### src/rtl/srsc_pkg.sv
// Shared types, codes and constants of the speed ramp setpoint controller.
`timescale 1ns / 1ps

package srsc_pkg;

    // Item kinds carried in the low bits of s_tuser.
    localparam logic [2:0] MODE_UPDATE   = 3'd0;
    localparam logic [2:0] MODE_SPEED    = 3'd1;
    localparam logic [2:0] MODE_ANGLE    = 3'd2;
    localparam logic [2:0] MODE_POLARITY = 3'd3;
    localparam logic [2:0] MODE_SNAPSHOT = 3'd4;

    // Configuration register indexes.
    localparam logic [1:0] REG_SPEED_LIMIT   = 2'd0;
    localparam logic [1:0] REG_RAMP_INTERVAL = 2'd1;

    localparam logic [14:0] SPEED_LIMIT_RESET   = 15'd255;
    localparam logic [15:0] RAMP_INTERVAL_RESET = 16'd1;

    localparam logic signed [16:0] DEADBAND   = 17'sd31;
    localparam logic signed [16:0] BIG_GAP    = 17'sd20;
    localparam logic signed [16:0] BIG_STEP   = 17'sd8;
    localparam logic signed [16:0] SMALL_STEP = 17'sd1;
    localparam logic signed [16:0] ANGLE_MAX  = 17'sd180;
    localparam logic signed [16:0] ANGLE_MIN  = -17'sd180;

    // Architectural state of the controller.
    typedef struct packed {
        logic signed [15:0] speed_now;
        logic signed [15:0] speed_goal;
        logic signed [8:0]  angle_now;
        logic               sign_negative;
        logic [31:0]        last_step_ms;
        logic signed [15:0] saved_speed;
        logic signed [8:0]  saved_angle;
    } state_t;

    // Configuration registers as seen by the update logic.
    typedef struct packed {
        logic [14:0] speed_limit;
        logic [15:0] ramp_interval;
    } cfg_t;

endpackage

### src/rtl/srsc_step.sv
// Next-state logic for one item: clamp, deadband, polarity and speed ramp.
`timescale 1ns / 1ps

module srsc_step import srsc_pkg::*; (
    input  state_t             state_cur,
    input  cfg_t               cfg,
    input  logic [2:0]         mode,
    input  logic               source_ok,
    input  logic signed [15:0] command_value,
    input  logic [31:0]        now_ms,
    output state_t             state_new,
    output logic               changed
);

    logic signed [16:0] cmd_w;
    logic signed [16:0] lim_w;
    logic signed [16:0] speed_clamped;
    logic signed [16:0] speed_set;
    logic signed [16:0] angle_clamped;
    logic signed [16:0] angle_set;
    logic signed [16:0] gap;
    logic signed [16:0] gap_mag;
    logic signed [16:0] step;
    logic signed [16:0] speed_stepped;
    logic [31:0]        due_ms;
    logic               do_step;
    logic signed [15:0] goal_after_cmd;

    always_comb begin
        cmd_w = {command_value[15], command_value};
        lim_w = {2'b00, cfg.speed_limit};

        if (cmd_w > lim_w) begin
            speed_clamped = lim_w;
        end else if (cmd_w < -lim_w) begin
            speed_clamped = -lim_w;
        end else begin
            speed_clamped = cmd_w;
        end
        if (speed_clamped > -DEADBAND && speed_clamped < DEADBAND) begin
            speed_set = 17'sd0;
        end else begin
            speed_set = speed_clamped;
        end
        if (state_cur.sign_negative) begin
            speed_set = -speed_set;
        end

        if (cmd_w > ANGLE_MAX) begin
            angle_clamped = ANGLE_MAX;
        end else if (cmd_w < ANGLE_MIN) begin
            angle_clamped = ANGLE_MIN;
        end else begin
            angle_clamped = cmd_w;
        end
        angle_set = state_cur.sign_negative ? -angle_clamped : angle_clamped;

        state_new = state_cur;
        goal_after_cmd = state_cur.speed_goal;
        if (mode == MODE_SPEED && source_ok) begin
            goal_after_cmd = speed_set[15:0];
        end

        // The ramp sees a target written by the same item.
        gap     = {goal_after_cmd[15], goal_after_cmd}
                - {state_cur.speed_now[15], state_cur.speed_now};
        gap_mag = (gap < 0) ? -gap : gap;
        step    = (gap_mag > BIG_GAP) ? BIG_STEP : SMALL_STEP;
        speed_stepped = {state_cur.speed_now[15], state_cur.speed_now}
                      + ((gap > 0) ? step : -step);
        due_ms  = state_cur.last_step_ms + {16'd0, cfg.ramp_interval};
        do_step = (now_ms > due_ms) && (gap != 17'sd0);

        case (mode) inside
            MODE_UPDATE, MODE_SPEED, MODE_ANGLE: begin
                state_new.speed_goal = goal_after_cmd;
                if (mode == MODE_ANGLE && source_ok) begin
                    state_new.angle_now = angle_set[8:0];
                end
                if (do_step) begin
                    state_new.speed_now    = speed_stepped[15:0];
                    state_new.last_step_ms = now_ms;
                end
            end
            MODE_POLARITY: begin
                state_new.sign_negative = ~state_cur.sign_negative;
            end
            MODE_SNAPSHOT: begin
                state_new.saved_speed = state_cur.speed_now;
                state_new.saved_angle = state_cur.angle_now;
            end
            default: begin
                state_new = state_cur;
            end
        endcase

        changed = (state_new.speed_now != state_new.saved_speed)
               || (state_new.angle_now != state_new.saved_angle);
    end

endmodule

### src/rtl/speed_ramp_setpoint_controller.sv
// Top level of the speed ramp setpoint controller with its stream and config ports.
`timescale 1ns / 1ps

// Channel   Direction  Handshake            Payload
// s_        in         s_tvalid / s_tready  tdata: command_value, now_ms; tuser: mode, source_ok
// m_        out        m_tvalid / m_tready  tdata: current_speed, target_speed, current_angle,
//                                           changed
// cfg_      in         cfg_valid/cfg_ready  cfg_index, cfg_data
//
// Each beat is captured in an input register; the update logic computes the new state from
// it, and the result register is loaded when it is empty or its beat is being taken, so a
// stalled result delays the result beat. One beat per cycle is sustained while m_tready is
// high. The state registers feed straight back into the update logic, so the next beat
// always sees the state left by the previous one.
// Reset (synchronous, aresetn low) clears all state to zero, polarity positive, and
// loads the configuration reset values. A stalled result holds the result register and
// the input register still takes one more beat; cfg_ready is always high.

module speed_ramp_setpoint_controller import srsc_pkg::*; (
    input  logic        aclk,
    input  logic        aresetn,
    input  logic        s_tvalid,
    output logic        s_tready,
    input  logic [47:0] s_tdata,   // [15:0] command_value, [47:16] now_ms
    input  logic [3:0]  s_tuser,   // [2:0] mode, [3] source_ok
    output logic        m_tvalid,
    input  logic        m_tready,
    output logic [47:0] m_tdata,   // [15:0] current_speed, [31:16] target_speed,
                                   // [40:32] current_angle, [41] changed, rest zero
    input  logic        cfg_valid,
    output logic        cfg_ready,
    input  logic [1:0]  cfg_index,
    input  logic [15:0] cfg_data
);

    // Configuration registers.
    cfg_t cfg_reg;

    // Input register stage.
    logic               in_valid_reg;
    logic [2:0]         in_mode_reg;
    logic               in_ok_reg;
    logic signed [15:0] in_cmd_reg;
    logic [31:0]        in_now_reg;

    // Controller state and result register.
    state_t      state_reg;
    state_t      state_next;
    logic        changed_next;
    logic        out_valid_reg;
    logic [47:0] out_data_reg;

    logic advance;

    assign cfg_ready = 1'b1;

    // The computed beat moves into the result register whenever that register is empty
    // or its contents are being taken this cycle.
    assign advance  = in_valid_reg && (!out_valid_reg || m_tready);
    assign s_tready = !in_valid_reg || advance;
    assign m_tvalid = out_valid_reg;
    assign m_tdata  = out_data_reg;

    always_ff @(posedge aclk) begin
        if (!aresetn) begin
            cfg_reg.speed_limit   <= SPEED_LIMIT_RESET;
            cfg_reg.ramp_interval <= RAMP_INTERVAL_RESET;
        end else if (cfg_valid && cfg_ready) begin
            case (cfg_index)
                REG_SPEED_LIMIT:   cfg_reg.speed_limit   <= cfg_data[14:0];
                REG_RAMP_INTERVAL: cfg_reg.ramp_interval <= cfg_data;
                default: begin
                    // Writes to unused indexes are dropped.
                end
            endcase
        end
    end

    always_ff @(posedge aclk) begin
        if (!aresetn) begin
            in_valid_reg <= 1'b0;
        end else if (s_tready) begin
            in_valid_reg <= s_tvalid;
        end
    end

    always_ff @(posedge aclk) begin
        if (s_tready && s_tvalid) begin
            in_mode_reg <= s_tuser[2:0];
            in_ok_reg   <= s_tuser[3];
            in_cmd_reg  <= s_tdata[15:0];
            in_now_reg  <= s_tdata[47:16];
        end
    end

    srsc_step u_step (
        .state_cur     (state_reg),
        .cfg           (cfg_reg),
        .mode          (in_mode_reg),
        .source_ok     (in_ok_reg),
        .command_value (in_cmd_reg),
        .now_ms        (in_now_reg),
        .state_new     (state_next),
        .changed       (changed_next)
    );

    always_ff @(posedge aclk) begin
        if (!aresetn) begin
            state_reg     <= '0;
            out_valid_reg <= 1'b0;
        end else begin
            if (advance) begin
                state_reg     <= state_next;
                out_valid_reg <= 1'b1;
            end else if (m_tready) begin
                out_valid_reg <= 1'b0;
            end
        end
    end

    always_ff @(posedge aclk) begin
        if (advance) begin
            out_data_reg <= {6'd0, changed_next, state_next.angle_now,
                             state_next.speed_goal, state_next.speed_now};
        end
    end

    // The ramp never leaves the range spanned by the clamped targets.
    a_speed_range: assert property (@(posedge aclk) disable iff (!aresetn)
        m_tvalid |-> (m_tdata[15:0] != 16'h8000))
        else $error("current_speed left its range");

    // Angles are always clamped to plus or minus 180.
    a_angle_range: assert property (@(posedge aclk) disable iff (!aresetn)
        m_tvalid |-> ($signed(m_tdata[40:32]) <= 9'sd180
                   && $signed(m_tdata[40:32]) >= -9'sd180))
        else $error("current_angle left its range");

    // An empty result register never blocks the input side.
    a_ready_when_empty: assert property (@(posedge aclk) disable iff (!aresetn)
        !m_tvalid |-> s_tready)
        else $error("input stalled with the result register empty");

    // A snapshot result always reports no change.
    a_snapshot_clear: assert property (@(posedge aclk) disable iff (!aresetn)
        (advance && in_mode_reg == MODE_SNAPSHOT) |=> !m_tdata[41])
        else $error("snapshot result reports a change");

endmodule
### config.mk
export PLATFORM = sky130hd
export DESIGN_NAME = speed_ramp_setpoint_controller
export DESIGN_NICKNAME = d
export VERILOG_FILES = /design/src/rtl/srsc_pkg.sv /design/src/rtl/srsc_step.sv /design/src/rtl/speed_ramp_setpoint_controller.sv
export SDC_FILE = /design/constraint.sdc
export NUM_CORES = 1
export LEC_CHECK = 0
export BUFFER_PORTS_ARGS = -buffer_cell sky130_fd_sc_hd__clkbuf_2
export CAP_MARGIN = 20
export CORE_UTILIZATION = 30
export DETAILED_ROUTE_END_ITERATION = 10
export GPL_TIMING_DRIVEN = 0
export SETUP_SLACK_MARGIN = 0.1
export SYNTH_ARGS = -nofsm -noshare
export SYNTH_HDL_FRONTEND = slang
export SYNTH_HIERARCHICAL = 1
export SYNTH_SLANG_ARGS = --single-unit
### constraint.sdc
create_clock -name aclk -period 29.4 [get_ports aclk]
set_input_delay 1.47 -clock aclk [delete_from_list [all_inputs] [get_ports aclk]]
set_output_delay 1.47 -clock aclk [all_outputs]
set_load 0.01 [all_outputs]
==> results.ini <==
[run_status]
status=complete, no violations

[power_and_ir_drop]
powerDensity_nw_per_um2=49.9
p_leak_nw=7.26
peakVddDrop_v=0.0000380

[drt]
drcViolationCount=0
routedWlPerCell_um=17.2
ant_nets=0
via_per_inst=5.19
wirelength_mm=44.2
first_pass_iters=8
via_count=13300
drt-initial-drc-count=871

[timing]
fmax_mhz=73.8
report.final.slew_viol_count=0
fin_tns_setup_ns=0
rsz0062_at_grt=false
hold_viol=0
fin_crit_sh=0.461
skew_ns=0.0184
tightestPinTransition_ns=0.912
setup_viol=0
slew_headroom=0.387
period_minus_slack_ns=13.56

[clock_network]
cts_root_buf=clkbuf_16
hold_buffers=0
clk_pin_slew_ns=0.06
cts_sinks=226
cts_inserted_buffers=26
clock_latency_ns=0.55
cts_tree=built
cts_buffer_depth=3
cts.htree.levels=1
post_cts_resized=0
postCtsSetupBuffers=0

[worst_setup_path]
crit_arrival_ns=13.82
crit_fanout=8
crit_type=flip-flop to flip-flop
startpoint_type=flip-flop
cpPeakStageDelay_ns=0.60
cp_slowest_cell=or4b_1
cp.required_ns=29.67
cp-end-kind=flip-flop

[floorplanning]
die_area_um2=53400
row_count=83
dieWidth_um=231
ioPinCount=126
core_area_um2=51600
initial_core_util=0.305
die_y_um=231

[synth]
yosysTopAreaCell=edfxtp_1
ys_types=100
synth.top_cell.area_share=0.179
synth_area_leaders=edfxtp_1 18%, dfxtp_1 17%, ha_1 8.8%, mux2i_1 7.7%, nand2_1 7.4%
avgSynthCellArea_um2=9.19
ys_warn_count=6
synthCells=1713
synth-seq-area-share=0.347
synthesis.area_um2=15700
async_reset_ff_frac=0
synth_edf_count=94
synth.ff_latch_count=226
synthFlopType=dfxtp_1

[finish]
fillers=5261
layout_commonest_cell=nand2_1
regArea_um2=5470
layout.cells.non_filler=2568
largest_reg_flops=99
multiInputGateArea_um2=9420
nets=2057
antennaDiodeCount=0
area_growth_pct=15.3
final_cell_mix=309 x nand2_1, 132 x dfxtp_1, 121 x mux2i_1
drive_above_1_share=0.173

[global_route]
gr-usage-met1=0.221
antenna_found_initial=1
grtUsageMet3=0.0240
top_usage_layer=met2
grt_usage=0.164
grt_start_max_net_pins=52
first_global_vias=13000
overflow=0
grt_pass1_wl_mm=69.8
grt_use_met2=0.269

[place]
io_buffers=117
gp_congestion=0.879
placed_cells=2518
place_hpwl_mm=34.4

[run]
max_cap_viol_count=0

[worst_hold_path]
hold_class=flip-flop to flip-flop

-- power breakdown --
group          switching [W]  internal [W]
Clock               0.000136      0.000205
Combinational       0.000126     0.0000868
Sequential         0.0000111      0.000341
Total               0.000273      0.000633
-- through the flow --
| stage | util | power (W) | hold slack, ns | area (µm²) | setup WS (ns) |
|---|---|---|---|---|---|
| finish | 0.352 | 0.000906 | 0.454 | 18100 | 15.84 |
| global route | 0.352 | 0.000949 | 0.469 | 18100 | 14.84 |
| CTS | 0.351 | 0.000912 | 0.458 | 18100 | 16.12 |
| detailed placement | 0.334 | 0.000568 | 0.447 | 17200 | 16.18 |
| global placement | 0.333 | 0.000563 | 0.441 | 17200 | 16.36 |
| floorplan | - | 0.000510 | 0.432 | 15800 | 18.52 |
-- metal layers --
metal | routed length (µm) | share of wire
met3 | 2460 | 0.056
met2 | 20400 | 0.46
met1 | 20100 | 0.45
met5 | 0 | 0
met4 | 1210 | 0.027
-- cells in the mapped netlist (7+ instances only) --
cell,number
buf_2,18
nand2_1,309
nand3b_1,8
nand4_1,20
or2_2,7
nand2b_1,18
nand3_1,60
a22o_1,10
inv_1,75
o21a_1,10
xor2_1,43
edfxtp_1,94
clkbuf_1,35
xnor2_1,52
or3_1,7
mux2i_1,121
o21ai_1,12
dfxtp_1,132
a21oi_1,72
o21ai_0,55
and2_1,8
nor3_1,30
nor4_1,13
nor2_1,62
buf_12,11
o31ai_1,18
o21bai_1,9
ha_1,111
mux2_2,60
nor2b_1,12
a21o_1,32
o21ai_2,7
a211oi_1,10
and3_1,10
a31oi_1,16
buf_4,11
-- final cells by class --
type                    instances  area share
well taps                     680      0.0469
plain buffers                  83      0.0326
flip-flops and latches        226       0.301
multi-input cells            1333       0.519
repair buffers                122      0.0345
clock inverters                17      0.0111
inverters                      76      0.0157
clock buffers                  31      0.0386
-- cells by family after synthesis --
kind of cell,share of synthesized area
and+or+nand+nor,0.183
adders and majority gates,0.0921
xor gates and xnor gates,0.0543
AOI/OAI and AO/OA,0.146
muxes,0.122
DFF,0.347
buffers and inverters,0.0557
other,0.000477
-- worst max-delay path, delay by kind of cell (launching register included) --
family                     cells  cell delay, ns
and+or+nand+nor               21            5.53
xor gates and xnor gates       3            0.49
AOI/OAI and AO/OA             17            4.37
buffers and inverters          4            0.44
adders and majority gates      5            1.48
muxes                          2            0.60
DFF                            1            0.37
-- path summary, 6_finish.rpt --
check / cells after the start / slack (ns) / to / start
setup / recovery: 52 / 15.84 / m_tdata[41] / cfg_reg[16]
hold / removal: 2 / 0.45 / state_reg[23] / state_reg[23]
setup reg to reg: 52 / 15.84 / m_tdata[41] / cfg_reg[16]
hold reg to reg: 2 / 0.45 / state_reg[23] / state_reg[23]
Note: power is estimated with default switching activity, not from simulation.
